===== src/sv/amfc_pkg.sv =====
// Shared types, codes, constants and the CRC-16 step for the attitude frame checker.
package amfc_pkg;

    // Frame layout
    localparam int POS_W          = 5;
    localparam logic [POS_W-1:0] FRAME_LEN    = 5'd23;
    localparam logic [POS_W-1:0] FRAME_OVER   = 5'd24;
    localparam logic [POS_W-1:0] CRC_END      = 5'd21;
    localparam logic [POS_W-1:0] POS_ADDR     = 5'd0;
    localparam logic [POS_W-1:0] POS_FUNC     = 5'd1;
    localparam logic [POS_W-1:0] POS_COUNT    = 5'd2;
    localparam logic [POS_W-1:0] GYRO_FIRST   = 5'd3;
    localparam logic [POS_W-1:0] GYRO_LAST    = 5'd8;
    localparam logic [POS_W-1:0] ANG_FIRST    = 5'd15;
    localparam logic [POS_W-1:0] ANG_LAST     = 5'd20;
    localparam logic [POS_W-1:0] CHK_LO_POS   = 5'd21;
    localparam logic [POS_W-1:0] CHK_HI_POS   = 5'd22;

    localparam logic [7:0]  READ_FUNC  = 8'h03;
    localparam logic [7:0]  DATA_COUNT = 8'd18;
    localparam logic [15:0] CRC_POLY   = 16'hA001;
    localparam logic [15:0] CRC_INIT   = 16'hFFFF;

    localparam int NUM_WORDS  = 6;
    localparam int WORD_IDX_W = 3;
    localparam logic [WORD_IDX_W-1:0] NUM_GYRO = 3'd3;
    localparam int W_ROLL  = 3;
    localparam int W_PITCH = 4;
    localparam int W_YAW   = 5;

    // Arithmetic widths
    localparam int ANG_PROD_W  = 25;
    localparam int GYRO_PROD_W = 29;
    localparam int YAW_SUM_W   = 26;
    localparam int FULL_TURN_Q15 = 11796480;

    localparam int AGE_WIDTH_DEF = 16;
    localparam int CFG_IDX_W     = 3;
    localparam int CFG_DATA_W    = 24;

    // Reset values of the configuration registers
    localparam logic [7:0]  DEV_ADDR_RST   = 8'd96;
    localparam logic [7:0]  ANG_RANGE_RST  = 8'd180;
    localparam logic [11:0] GYRO_RANGE_RST = 12'd2000;
    localparam logic [23:0] DECL_RST       = 24'd0;
    localparam logic [7:0]  HDR_LIMIT_RST  = 8'd3;
    localparam logic [15:0] STALE_RST      = 16'd500;

    typedef enum logic [2:0] {
        KIND_BYTE = 3'd0,
        KIND_EOF  = 3'd1,
        KIND_TXF  = 3'd2,
        KIND_RXF  = 3'd3,
        KIND_TICK = 3'd4
    } kind_t;

    typedef enum logic [2:0] {
        ST_OK      = 3'd0,
        ST_TX      = 3'd1,
        ST_RX      = 3'd2,
        ST_LEN     = 3'd3,
        ST_HDR     = 3'd4,
        ST_CRC     = 3'd5,
        ST_TIMEOUT = 3'd6
    } status_t;

    typedef enum logic [CFG_IDX_W-1:0] {
        CFG_DEV_ADDR   = 3'd0,
        CFG_ANG_RANGE  = 3'd1,
        CFG_GYRO_RANGE = 3'd2,
        CFG_DECL       = 3'd3,
        CFG_HDR_LIMIT  = 3'd4,
        CFG_STALE      = 3'd5
    } cfg_idx_t;

    typedef struct packed {
        logic [7:0]         device_address;
        logic [7:0]         angle_range;
        logic [11:0]        gyro_range;
        logic signed [23:0] declination;
        logic [7:0]         header_fail_limit;
        logic [15:0]        stale_limit_ms;
    } cfg_t;

    // Resolved frame result, words as they stand after the frame
    typedef struct packed {
        status_t                     status;
        logic [7:0]                  fail_cnt;
        logic [NUM_WORDS-1:0][15:0]  words;
    } res_t;

    typedef struct packed {
        status_t            status;
        logic [7:0]         fail_cnt;
        logic signed [23:0] roll;
        logic signed [23:0] pitch;
        logic signed [23:0] yaw_prod;
        logic signed [27:0] rate_x;
        logic signed [27:0] rate_y;
        logic signed [27:0] rate_z;
    } prod_t;

    // First member lands in the highest bits
    typedef struct packed {
        logic [27:0] rate_z;
        logic [27:0] rate_y;
        logic [27:0] rate_x;
        logic [23:0] yaw;
        logic [23:0] pitch;
        logic [23:0] roll;
        logic [7:0]  fail_cnt;
        status_t     status;
    } out_t;

    localparam int OUT_W   = $bits(out_t);
    localparam int TDATA_W = ((OUT_W + 7) / 8) * 8;

    // One byte of CRC-16/Modbus, reflected
    function automatic logic [15:0] crc_byte(input logic [15:0] crc_in, input logic [7:0] b);
        logic [15:0] c;
        c = crc_in ^ {8'h00, b};
        for (int k = 0; k < 8; k++) begin
            c = c[0] ? ((c >> 1) ^ CRC_POLY) : (c >> 1);
        end
        return c;
    endfunction

endpackage


===== src/sv/amfc_parser.sv =====
// Byte parser, CRC check, frame resolution and health counters.
module amfc_parser
    import amfc_pkg::*;
#(
    parameter int AGE_WIDTH = AGE_WIDTH_DEF
) (
    input  logic       aclk,
    input  logic       aresetn,
    input  logic       step,
    input  logic [2:0] kind,
    input  logic [7:0] rx_byte,
    input  cfg_t       cfg,
    input  logic       res_take,
    output logic       res_ready,
    output logic       res_vld,
    output res_t       res
);

    localparam int CMP_W = (AGE_WIDTH > 16) ? AGE_WIDTH : 16;

    logic [POS_W-1:0]               pos_reg, pos_next;
    logic [15:0]                    crc_reg, crc_next;
    logic                           hdr_good_reg, hdr_good_next;
    logic [15:0]                    chk_reg, chk_next;
    logic [NUM_WORDS-1:0][15:0]     pend_reg, pend_next;
    logic [NUM_WORDS-1:0][15:0]     held_reg, held_next;
    logic [7:0]                     fail_reg, fail_next;
    logic [AGE_WIDTH-1:0]           age_reg, age_next;
    logic                           res_vld_reg, res_vld_next;
    res_t                           res_reg, res_next;

    logic                           is_res;
    logic                           stale;
    logic [7:0]                     fail_inc;
    status_t                        base_st;
    status_t                        fin_st;
    logic [POS_W-1:0]               gyro_off, ang_off;
    logic                           in_gyro, in_ang;
    logic [WORD_IDX_W-1:0]          word_idx;

    assign is_res = (kind == KIND_EOF) || (kind == KIND_TXF) || (kind == KIND_RXF);
    assign stale  = CMP_W'(age_reg) > CMP_W'(cfg.stale_limit_ms);
    assign fail_inc = (fail_reg == 8'hFF) ? fail_reg : fail_reg + 8'd1;

    assign gyro_off = pos_reg - GYRO_FIRST;
    assign ang_off  = pos_reg - ANG_FIRST;
    assign in_gyro  = (pos_reg >= GYRO_FIRST) && (pos_reg <= GYRO_LAST);
    assign in_ang   = (pos_reg >= ANG_FIRST) && (pos_reg <= ANG_LAST);
    assign word_idx = in_gyro ? gyro_off[3:1] : NUM_GYRO + ang_off[3:1];

    // Checks in order: tx failure, rx failure, length, header, CRC
    always_comb begin
        if (kind == KIND_TXF) begin
            base_st = ST_TX;
        end else if (kind == KIND_RXF) begin
            base_st = ST_RX;
        end else if (pos_reg != FRAME_LEN) begin
            base_st = ST_LEN;
        end else if (!hdr_good_reg) begin
            base_st = ST_HDR;
        end else if (crc_reg != chk_reg) begin
            base_st = ST_CRC;
        end else begin
            base_st = ST_OK;
        end
    end

    always_comb begin
        case (base_st)
            ST_OK:   fin_st = ST_OK;
            ST_HDR:  fin_st = (fail_inc > cfg.header_fail_limit) ? ST_HDR :
                              (stale ? ST_TIMEOUT : ST_HDR);
            default: fin_st = stale ? ST_TIMEOUT : base_st;
        endcase
    end

    always_comb begin
        pos_next      = pos_reg;
        crc_next      = crc_reg;
        hdr_good_next = hdr_good_reg;
        chk_next      = chk_reg;
        pend_next     = pend_reg;
        held_next     = held_reg;
        fail_next     = fail_reg;
        age_next      = age_reg;
        res_next      = res_reg;
        res_vld_next  = res_vld_reg && !res_take;

        if (step) begin
            case (kind)
                KIND_BYTE: begin
                    if (pos_reg >= FRAME_LEN) begin
                        pos_next = FRAME_OVER;
                    end else begin
                        if (pos_reg < CRC_END) begin
                            crc_next = crc_byte(crc_reg, rx_byte);
                        end
                        if ((pos_reg == POS_ADDR && rx_byte != cfg.device_address) ||
                            (pos_reg == POS_FUNC && rx_byte != READ_FUNC) ||
                            (pos_reg == POS_COUNT && rx_byte != DATA_COUNT)) begin
                            hdr_good_next = 1'b0;
                        end
                        if (in_gyro || in_ang) begin
                            if (pos_reg[0]) begin
                                pend_next[word_idx][15:8] = rx_byte;
                            end else begin
                                pend_next[word_idx][7:0] = rx_byte;
                            end
                        end else if (pos_reg == CHK_LO_POS) begin
                            chk_next[7:0] = rx_byte;
                        end else if (pos_reg == CHK_HI_POS) begin
                            chk_next[15:8] = rx_byte;
                        end
                        pos_next = pos_reg + 5'd1;
                    end
                end
                KIND_TICK: begin
                    if (age_reg != '1) begin
                        age_next = age_reg + AGE_WIDTH'(1);
                    end
                end
                KIND_EOF, KIND_TXF, KIND_RXF: begin
                    // End the frame and start the next one clean
                    pos_next      = '0;
                    crc_next      = CRC_INIT;
                    hdr_good_next = 1'b1;
                    chk_next      = '0;
                    if (base_st == ST_OK) begin
                        held_next = pend_reg;
                        fail_next = '0;
                        age_next  = '0;
                    end else if (base_st == ST_HDR) begin
                        fail_next = fail_inc;
                    end
                    res_next.status   = fin_st;
                    res_next.fail_cnt = fail_next;
                    res_next.words    = (base_st == ST_OK) ? pend_reg : held_reg;
                    res_vld_next      = is_res;
                end
                default: ;
            endcase
        end
    end

    always_ff @(posedge aclk) begin
        if (!aresetn) begin
            pos_reg      <= '0;
            crc_reg      <= CRC_INIT;
            hdr_good_reg <= 1'b1;
            chk_reg      <= '0;
            held_reg     <= '0;
            fail_reg     <= '0;
            age_reg      <= '0;
            res_vld_reg  <= 1'b0;
        end else begin
            pos_reg      <= pos_next;
            crc_reg      <= crc_next;
            hdr_good_reg <= hdr_good_next;
            chk_reg      <= chk_next;
            held_reg     <= held_next;
            fail_reg     <= fail_next;
            age_reg      <= age_next;
            res_vld_reg  <= res_vld_next;
        end
    end

    always_ff @(posedge aclk) begin
        pend_reg <= pend_next;
        res_reg  <= res_next;
    end

    assign res_ready = !res_vld_reg || res_take;
    assign res_vld   = res_vld_reg;
    assign res       = res_reg;

endmodule


===== src/sv/amfc_scaler.sv =====
// Q15 scaling of the held words, yaw wrap and the product and output registers.
module amfc_scaler
    import amfc_pkg::*;
(
    input  logic aclk,
    input  logic aresetn,
    input  logic res_vld,
    input  res_t res,
    input  cfg_t cfg,
    output logic res_take,
    input  logic out_ready,
    output logic out_vld,
    output out_t out
);

    localparam logic signed [YAW_SUM_W-1:0] TURN   = YAW_SUM_W'(FULL_TURN_Q15);
    localparam logic signed [YAW_SUM_W-1:0] TURN2  = YAW_SUM_W'(2 * FULL_TURN_Q15);
    localparam logic signed [YAW_SUM_W-1:0] NTURN  = -TURN;

    logic  prod_vld_reg, prod_vld_next;
    prod_t prod_reg, prod_next;
    logic  out_vld_reg, out_vld_next;
    out_t  out_reg, out_next;
    logic  out_adv;

    logic signed [ANG_PROD_W-1:0]  mul_roll, mul_pitch, mul_yaw;
    logic signed [GYRO_PROD_W-1:0] mul_x, mul_y, mul_z;
    logic signed [YAW_SUM_W-1:0]   ysum, ywrap;

    assign out_adv  = !out_vld_reg || out_ready;
    assign res_take = !prod_vld_reg || out_adv;

    assign mul_roll  = $signed(res.words[W_ROLL])  * $signed({1'b0, cfg.angle_range});
    assign mul_pitch = $signed(res.words[W_PITCH]) * $signed({1'b0, cfg.angle_range});
    assign mul_yaw   = $signed(res.words[W_YAW])   * $signed({1'b0, cfg.angle_range});
    assign mul_x     = $signed(res.words[0]) * $signed({1'b0, cfg.gyro_range});
    assign mul_y     = $signed(res.words[1]) * $signed({1'b0, cfg.gyro_range});
    assign mul_z     = $signed(res.words[2]) * $signed({1'b0, cfg.gyro_range});

    always_comb begin
        prod_next          = prod_reg;
        prod_next.status   = res.status;
        prod_next.fail_cnt = res.fail_cnt;
        prod_next.roll     = mul_roll[23:0];
        prod_next.pitch    = mul_pitch[23:0];
        prod_next.yaw_prod = mul_yaw[23:0];
        prod_next.rate_x   = mul_x[27:0];
        prod_next.rate_y   = mul_y[27:0];
        prod_next.rate_z   = mul_z[27:0];
    end

    // Heading is clockwise: negate, add declination, fold into one turn
    assign ysum = $signed(cfg.declination) - $signed(prod_reg.yaw_prod);

    always_comb begin
        if (ysum < NTURN) begin
            ywrap = ysum + TURN2;
        end else if (ysum < 0) begin
            ywrap = ysum + TURN;
        end else if (ysum >= TURN) begin
            ywrap = ysum - TURN;
        end else begin
            ywrap = ysum;
        end
    end

    always_comb begin
        out_next.status   = prod_reg.status;
        out_next.fail_cnt = prod_reg.fail_cnt;
        out_next.roll     = prod_reg.roll;
        out_next.pitch    = prod_reg.pitch;
        out_next.yaw      = ywrap[23:0];
        out_next.rate_x   = prod_reg.rate_x;
        out_next.rate_y   = prod_reg.rate_y;
        out_next.rate_z   = prod_reg.rate_z;
    end

    assign prod_vld_next = (prod_vld_reg && !out_adv) || (res_vld && res_take);
    assign out_vld_next  = (out_vld_reg && !out_ready) || (prod_vld_reg && out_adv);

    always_ff @(posedge aclk) begin
        if (!aresetn) begin
            prod_vld_reg <= 1'b0;
            out_vld_reg  <= 1'b0;
        end else begin
            prod_vld_reg <= prod_vld_next;
            out_vld_reg  <= out_vld_next;
        end
    end

    always_ff @(posedge aclk) begin
        if (res_vld && res_take) begin
            prod_reg <= prod_next;
        end
        if (prod_vld_reg && out_adv) begin
            out_reg <= out_next;
        end
    end

    assign out_vld = out_vld_reg;
    assign out     = out_reg;

endmodule


===== src/sv/modbus_attitude_frame_checker_top.sv =====
// Top level of the Modbus RTU attitude response checker: ports, config, input stage.
// A frame-ending request (end of frame, tx or rx failure) reaches m_tdata through the
//   input, parser result, product and output registers; bytes, ticks, unused kinds: none.
// Throughput: one request per cycle unless stalled; a byte's CRC step and capture are registered.
// Stalls: the input stage holds only when a result request meets a full result pipe.
// Reset: aresetn is synchronous, active low; it loads the register defaults, clears
//   the frame state, counters, age and held words, and empties the pipe at once.
module modbus_attitude_frame_checker_top
    import amfc_pkg::*;
#(
    parameter int AGE_WIDTH = AGE_WIDTH_DEF
) (
    input  logic                  aclk,
    input  logic                  aresetn,

    input  logic                  s_tvalid,
    output logic                  s_tready,
    input  logic [7:0]            s_tdata,   // [7:0] rx_byte
    input  logic [2:0]            s_tuser,   // [2:0] kind

    output logic                  m_tvalid,
    input  logic                  m_tready,
    // [2:0] status, [10:3] header_fail_count, [34:11] roll, [58:35] pitch,
    // [82:59] yaw, [110:83] rate_x, [138:111] rate_y, [166:139] rate_z, [167] zero
    output logic [TDATA_W-1:0]    m_tdata,

    input  logic                  cfg_wr_en,
    input  logic [CFG_IDX_W-1:0]  cfg_index,
    input  logic [CFG_DATA_W-1:0] cfg_data
);

    // Configuration registers
    cfg_t cfg_reg, cfg_next;

    // Input stage: one request waits here while its state update is decided
    logic       in_vld_reg, in_vld_next;
    logic [2:0] in_kind_reg;
    logic [7:0] in_byte_reg;
    logic       in_is_res;
    logic       in_adv;
    logic       s_accept;

    logic       par_res_ready;
    logic       res_vld;
    res_t       res;
    logic       res_take;
    out_t       out;

    always_comb begin
        cfg_next = cfg_reg;
        if (cfg_wr_en) begin
            case (cfg_index)
                CFG_DEV_ADDR:   cfg_next.device_address    = cfg_data[7:0];
                CFG_ANG_RANGE:  cfg_next.angle_range       = cfg_data[7:0];
                CFG_GYRO_RANGE: cfg_next.gyro_range        = cfg_data[11:0];
                CFG_DECL:       cfg_next.declination       = cfg_data[23:0];
                CFG_HDR_LIMIT:  cfg_next.header_fail_limit = cfg_data[7:0];
                CFG_STALE:      cfg_next.stale_limit_ms    = cfg_data[15:0];
                default: ;
            endcase
        end
    end

    always_ff @(posedge aclk) begin
        if (!aresetn) begin
            cfg_reg.device_address    <= DEV_ADDR_RST;
            cfg_reg.angle_range       <= ANG_RANGE_RST;
            cfg_reg.gyro_range        <= GYRO_RANGE_RST;
            cfg_reg.declination       <= DECL_RST;
            cfg_reg.header_fail_limit <= HDR_LIMIT_RST;
            cfg_reg.stale_limit_ms    <= STALE_RST;
        end else begin
            cfg_reg <= cfg_next;
        end
    end

    // Bytes and ticks always advance; a result request advances only when the
    // result stage has room, so nothing is dropped or overwritten.
    assign in_is_res = (in_kind_reg == KIND_EOF) || (in_kind_reg == KIND_TXF) ||
                       (in_kind_reg == KIND_RXF);
    assign in_adv    = in_vld_reg && (!in_is_res || par_res_ready);
    assign s_tready  = !in_vld_reg || in_adv;
    assign s_accept  = s_tvalid && s_tready;
    assign in_vld_next = s_accept || (in_vld_reg && !in_adv);

    always_ff @(posedge aclk) begin
        if (!aresetn) begin
            in_vld_reg <= 1'b0;
        end else begin
            in_vld_reg <= in_vld_next;
        end
    end

    // Capture the payload on every accepted request
    always_ff @(posedge aclk) begin
        if (s_accept) begin
            in_kind_reg <= s_tuser;
            in_byte_reg <= s_tdata;
        end
    end

    amfc_parser #(
        .AGE_WIDTH (AGE_WIDTH)
    ) u_parser (
        .aclk      (aclk),
        .aresetn   (aresetn),
        .step      (in_adv),
        .kind      (in_kind_reg),
        .rx_byte   (in_byte_reg),
        .cfg       (cfg_reg),
        .res_take  (res_take),
        .res_ready (par_res_ready),
        .res_vld   (res_vld),
        .res       (res)
    );

    amfc_scaler u_scaler (
        .aclk      (aclk),
        .aresetn   (aresetn),
        .res_vld   (res_vld),
        .res       (res),
        .cfg       (cfg_reg),
        .res_take  (res_take),
        .out_ready (m_tready),
        .out_vld   (m_tvalid),
        .out       (out)
    );

    // Pad the result to whole bytes with zeros on top
    assign m_tdata = {{(TDATA_W - OUT_W){1'b0}}, out};

`ifndef SYNTH
    // A good frame always clears the header failure count
    assert property (@(posedge aclk) disable iff (!aresetn)
        (m_tvalid && out.status == ST_OK) |-> (out.fail_cnt == 8'd0))
        else $error("ok result with nonzero header failure count");

    // A header error is only reported after at least one counted failure
    assert property (@(posedge aclk) disable iff (!aresetn)
        (m_tvalid && out.status == ST_HDR) |-> (out.fail_cnt != 8'd0))
        else $error("header result with zero failure count");

    // Heading stays inside one full turn
    assert property (@(posedge aclk) disable iff (!aresetn)
        m_tvalid |-> (out.yaw < 24'd11796480))
        else $error("yaw outside 0..360 degrees");

    // A waiting input request must move once the result stage has room
    assert property (@(posedge aclk) disable iff (!aresetn)
        (in_vld_reg && par_res_ready) |=> (!in_vld_reg || !$stable(in_kind_reg) ||
                                           $past(s_accept)))
        else $error("input stage held with room downstream");
`endif

endmodule

===== config.mk =====
export PLATFORM = sky130hd
export DESIGN_NAME = modbus_attitude_frame_checker_top
export DESIGN_NICKNAME = d
export VERILOG_FILES = /design/src/sv/amfc_pkg.sv /design/src/sv/amfc_parser.sv /design/src/sv/amfc_scaler.sv /design/src/sv/modbus_attitude_frame_checker_top.sv
export SDC_FILE = /design/constraint.sdc
export NUM_CORES = 2
export LEC_CHECK = 0
export ABC_AREA = 1
export CORE_ASPECT_RATIO = 0.7
export CORE_MARGIN = 8
export CORE_UTILIZATION = 62
export CTS_CLUSTER_DIAMETER = 50
export DETAILED_ROUTE_END_ITERATION = 10
export DONT_BUFFER_PORTS = 1
export GPL_ROUTABILITY_DRIVEN = 0
export PLACE_DENSITY = 0.88
export SLEW_MARGIN = 25
export SYNTH_ARGS = -nofsm -noshare
export SYNTH_HDL_FRONTEND = slang
export SYNTH_SLANG_ARGS = --single-unit

===== constraint.sdc =====
create_clock -name aclk -period 15.1 [get_ports aclk]
set_input_delay 2.265 -clock aclk [delete_from_list [all_inputs] [get_ports aclk]]
set_output_delay 2.265 -clock aclk [all_outputs]
set_load 0.005 [all_outputs]

Yosys cells after proc, flatten, opt, wreduce, memory -nomap -nowiden
Cells that the tools add are included.
Storage, ports and cells
  logic and storage cells: 232
  output and inout port bits: 170
  register bits after elaboration: 786
  bits of input ports: 43
Cells by class
  multiply operators: 6
  muxes and demuxes: 51
  order comparisons: 13
  bitwise operators: 10
  add/subtract/negate cells: 10
  equality and inequality tests: 30
  reduce and logical (&&, ||, !) cells: 57
Operator list (number)
  $mux 16: 15
  $bwmux 96: 2
  $mux 96: 2
  $demux 16 s3: 2
  $pmux 16 s2: 3
  $mul 16x13->28: 3
  $mul 16x9->24: 3
  $mux 24: 3
  $mux 8: 7
  $add 24x24->24 const B: 2
  $ge 25x25->1 const B: 1
  $lt 25x1->1 const B: 1
  $lt 25x25->1 const B: 1
  $sub 24x24->25: 1
  $mux 3: 8
  $not 2->3: 8
  $sub 24x24->24 const B: 1
  $add 16x1->16 const B: 1
  $gt 16x16->1: 1
  $ne 16x16->1: 1
  $ne 16x16->1 const B: 1
  $reduce_and 2->1: 8
  $reduce_and 4->1: 4
  $xor 16x8->16: 1
  43 further kinds: 97

Longest topological paths before layout
  depth after elaboration: 20
  mapped depth: 29
  depth with buffers taken out: 29

Modules after synthesis
A second synthesis with hierarchy kept.
Second synthesis, totals
  cell total of the unflattened synthesis: 7846
  area, all modules: 67671.2 um2
By module, submodules not included
  amfc_scaler: area each 48265.0 um2, seq. area each 10069.7 um2, cells each 5620, instances 1
  amfc_parser: area each 16010.4 um2, seq. area each 9278.9 um2, cells each 1769, instances 1
  modbus_attitude_frame_checker_top: area each 3395.8 um2, seq. area each 1871.8 um2, cells each 457, instances 1

Worst setup path after synthesis
No wires, ideal clock.
  path type: input -> register
  from: input port m_tready
  to: register u_scaler.out_reg (netlist bit u_scaler.out[0]) (enable)
  stages: 2
  required time: 14.351 ns
  path buffers: 0
  library setup time: 0.749 ns
  slack: 4.065 ns
  data arrival time: 10.285 ns
  cells stage by stage: inv_1 > a21oi_1
Between the ends
  word-level cells in the longest chain between the ends: 2
RTL lines
  start, declared: line modbus_attitude_frame_checker_top.sv:22  | input logic m_tready,
  $logic_or 1x1->1: line amfc_scaler.sv:30  | assign out_adv = !out_vld_reg || out_ready;
  $logic_and 1x1->1: line amfc_scaler.sv:95  | if (prod_vld_reg && out_adv) begin
  end signal, assigned: line amfc_scaler.sv:96  | out_reg <= out_next;
  end, declared: line amfc_scaler.sv:23  | out_t out_reg, out_next;
No other way between the ends.
A chain may end at the register's enable or synchronous reset.

Worst setup path in the final report
  from: register cfg_reg[52] (netlist name)
  to: register u_scaler.prod_reg (netlist bit u_scaler.out_next[137]) (data pin)
Between the ends
  word-level cells in the longest chain between the ends: 1
RTL lines
  start, declared: line modbus_attitude_frame_checker_top.sv:33  | cfg_t cfg_reg, cfg_next;
  start signal, assigned: line modbus_attitude_frame_checker_top.sv:73  | cfg_reg <= cfg_next;
  $mul 16x13->28: line amfc_scaler.sv:37  | assign mul_y = $signed(res.words[1]) * $signed({1'b0, cfg.gyro_range});
  named net u_scaler.mul_y[26]: line amfc_scaler.sv:27  | logic signed [GYRO_PROD_W-1:0] mul_x, mul_y, mul_z;
  end signal, assigned: line amfc_scaler.sv:93  | prod_reg <= prod_next;
  end, declared: line amfc_scaler.sv:21  | prod_t prod_reg, prod_next;
The timed path passes the listed nets, and every way through them passes these cells.

==> run summary <==
status: finished clean
Synth area leaders: fa_1 (25%), edfxtp_1 (25%), inv_1 (12%)
worst vdd ir: 132 µV
die width: 408 µm
kind of end point of the critical path: flop
post-synth cell types: 58
fmax: 155 MHz
I/O Buffers: 0
Yosys top cell area share: 0.248
startpoint types: flop
post-cts gate resize count: 0
CTS Hold Bufs: 0
std cell rows: 100
Min-Delay Path Class: reg2reg
TritonCTS Sinks: 786
period utilisation layout: 0.426
Vias/cell: 5.51
synthesized instance count: 7630
drt initial violations: 5582
Clock Power Share: 0.240
final setup fails: 0
dominant cell type by area after synthesis: fa_1
fin crit period: 6.43 ns
CTS Root Cell: clkbuf_16
TritonCTS Buffers: 83
Final Worst Setup Slack: 8.67 ns
synth cell count leaders: inv_1 (2208), nand2_1 (1556), fa_1 (826)
drt pass-1 iters: 8
Area Growth Syn to Fin: 5.58%
Int Pwr: 5.41 mW
Post-synth EDFFs: 548
global-route wire length before repair: 260 mm
final wirelength: 158 mm
aggregate negative setup slack: 0 ns
sequential area share after synthesis: 0.318
# nets final: 8708
WL/cell: 17.7 µm
Pwr Density: 126 nW/µm²
Post-Syn Nets: 8894
Max-cap violations: 0
total core area: 107000 µm²
Slew @ Worst Pin: 1.03 ns
final hold vios: 0
Final Util: 0.662
vias: 49.3k
max FFs per register: 167
die area: 119000 µm²
Setup CP Type: reg2reg
io pins: 213
remaining routing DRC violations: 0
CP max FO: 33
critical path required time: 15.50 ns
Leak: 37.1 nW
Synth Cell Area: 66800 µm²
Clock Skews: 0.0299 ns
share of post-route cells with drive strength above 1: 0.0307
Arr. time, crit path: 6.83 ns
Async SR Flop Fraction: 0
TritonCTS clock tree: yes
RSZ-0062 raised after global routing: false
Yosys reg bits: 786
vias in the first global route: 51.8k
Slew HR: 0.316
Initial Util: 0.627
Sequential Power Share: 0.303
Switch Pwr: 3.48 mW
post-CTS setup repair buffer count: 0
switching share of total power: 0.391
worst skew pair latency: 0.67 ns
Ys Warns: 0
Final ANT Viol Nets: 0
final total power: 8.89 mW
total track usage: 0.266
total gr overflow: 0
H-tree depth: 3
DP Wirelength: 118 mm
clk slew on worst S/H paths: 0.07 ns
worst slack, placed: 8.80 ns
Comb pwr share: 0.457
initial antenna violation count: 14
CTS Buffer Depth: 3
largest net degree at the start of global routing: 139
ys flop type: edfxtp_1
WHS: 0.410 ns
most common cell in the netlist: inv_1
DIE HEIGHT: 291 µm
Mapped Avg Cell Area: 8.76 µm²
Final Max Tran Viols: 0
-- worst max-delay path: stages (launching register included) --
cell and delay, ns:
dfxtp_1 0.73, buf_4 0.51, nand2_1 0.15, fa_1 0.61, fa_1 0.46, fa_1 0.55
inv_1 0.05, fa_1 0.47, inv_1 0.05, fa_1 0.47, inv_1 0.04, ha_1 0.33
a21oi_1 0.21, nor2_1 0.06, o21ai_0 0.23, nand3_1 0.13, a21oi_1 0.31, o21bai_1 0.18
nand2_1 0.10, nand2_1 0.08, a21oi_1 0.15, o21ai_0 0.13, xor2_1 0.16
-- metal layers --
metal | up-vias | routed length, µm | track usage
met5 | - | 26 | 0
met4 | 4 | 5310 | 0.0877
met3 | 518 | 17900 | 0.0688
met2 | 2667 | 73000 | 0.431
met1 | 23700 | 61900 | 0.350
li1 | 22400 | - | -
-- final timing paths --
path                                             start                      to  slack [ns]  cells after the start
worst max-delay path                       cfg_reg[52]  u_scaler.out_next[137]        8.67                     22
worst min-delay path            u_scaler.out_next[141]       u_scaler.out[141]        0.41                      0
worst max register to register             cfg_reg[52]  u_scaler.out_next[137]        8.67                     22
worst min register to register  u_scaler.out_next[141]       u_scaler.out[141]        0.41                      0
-- kinds of logic after synthesis --
group / Yosys count / share of synthesized area
buf+inv: 2529 / 0.144
simple gates: 2053 / 0.124
fa+ha+maj: 1221 / 0.322
compound gates: 832 / 0.0657
flops: 786 / 0.318
xor+xnor: 208 / 0.0273
other cells: 1 / 0.0000561
-- through the flow --
stage               std cells  instance area, µm²
global route             8944               70500
global placement         8787               67600
finish                   8950               70500
CTS                      8942               70500
floorplan                7630               66800
detailed placement       8787               67600
-- power by group through the flow --
stage | combinational, mW | clock (mW) | sequential (mW)
after floorplan | 3.08 | 0 | 2.69
after global placement | 3.74 | 0 | 2.73
after detailed placement | 3.97 | 0 | 2.73
after CTS | 4.03 | 2.16 | 2.69
after global routing | 4.60 | 2.24 | 2.70
final | 4.06 | 2.13 | 2.69
-- area by class of cell --
cell class	instances	area, µm²
fillers	7686	36100
multi-input cells	4315	36000
flip-flops and latches	786	21200
inverters	2225	8370
clock buffers	100	2230
well taps	1428	1790
clock inverters	55	642
repair buffers	33	255
diodes	8	20.0
-- cell usage in the layout (no fill, tap or decap), types with 10 or more instances in the layout --
cell / synthesis / final
clkbuf_16: 0 / 86
nor2_2: 10 / 10
nand3_1: 108 / 107
inv_2: 12 / 11
nor3_1: 113 / 113
nor4_1: 11 / 11
buf_4: 2 / 31
xor2_1: 111 / 111
ha_1: 395 / 395
o21ai_1: 20 / 20
clkinv_2: 1 / 11
nand4_1: 26 / 26
a31oi_1: 17 / 17
nand2_1: 1556 / 1556
nor2_1: 192 / 192
dfxtp_1: 238 / 235
fa_1: 826 / 826
o211ai_1: 23 / 23
xnor2_1: 97 / 97
o21ai_0: 360 / 360
inv_1: 2208 / 2207
clkbuf_1: 200 / 11
a21oi_1: 361 / 359
edfxtp_1: 548 / 548
Note: power is estimated with default switching activity, not from simulation.
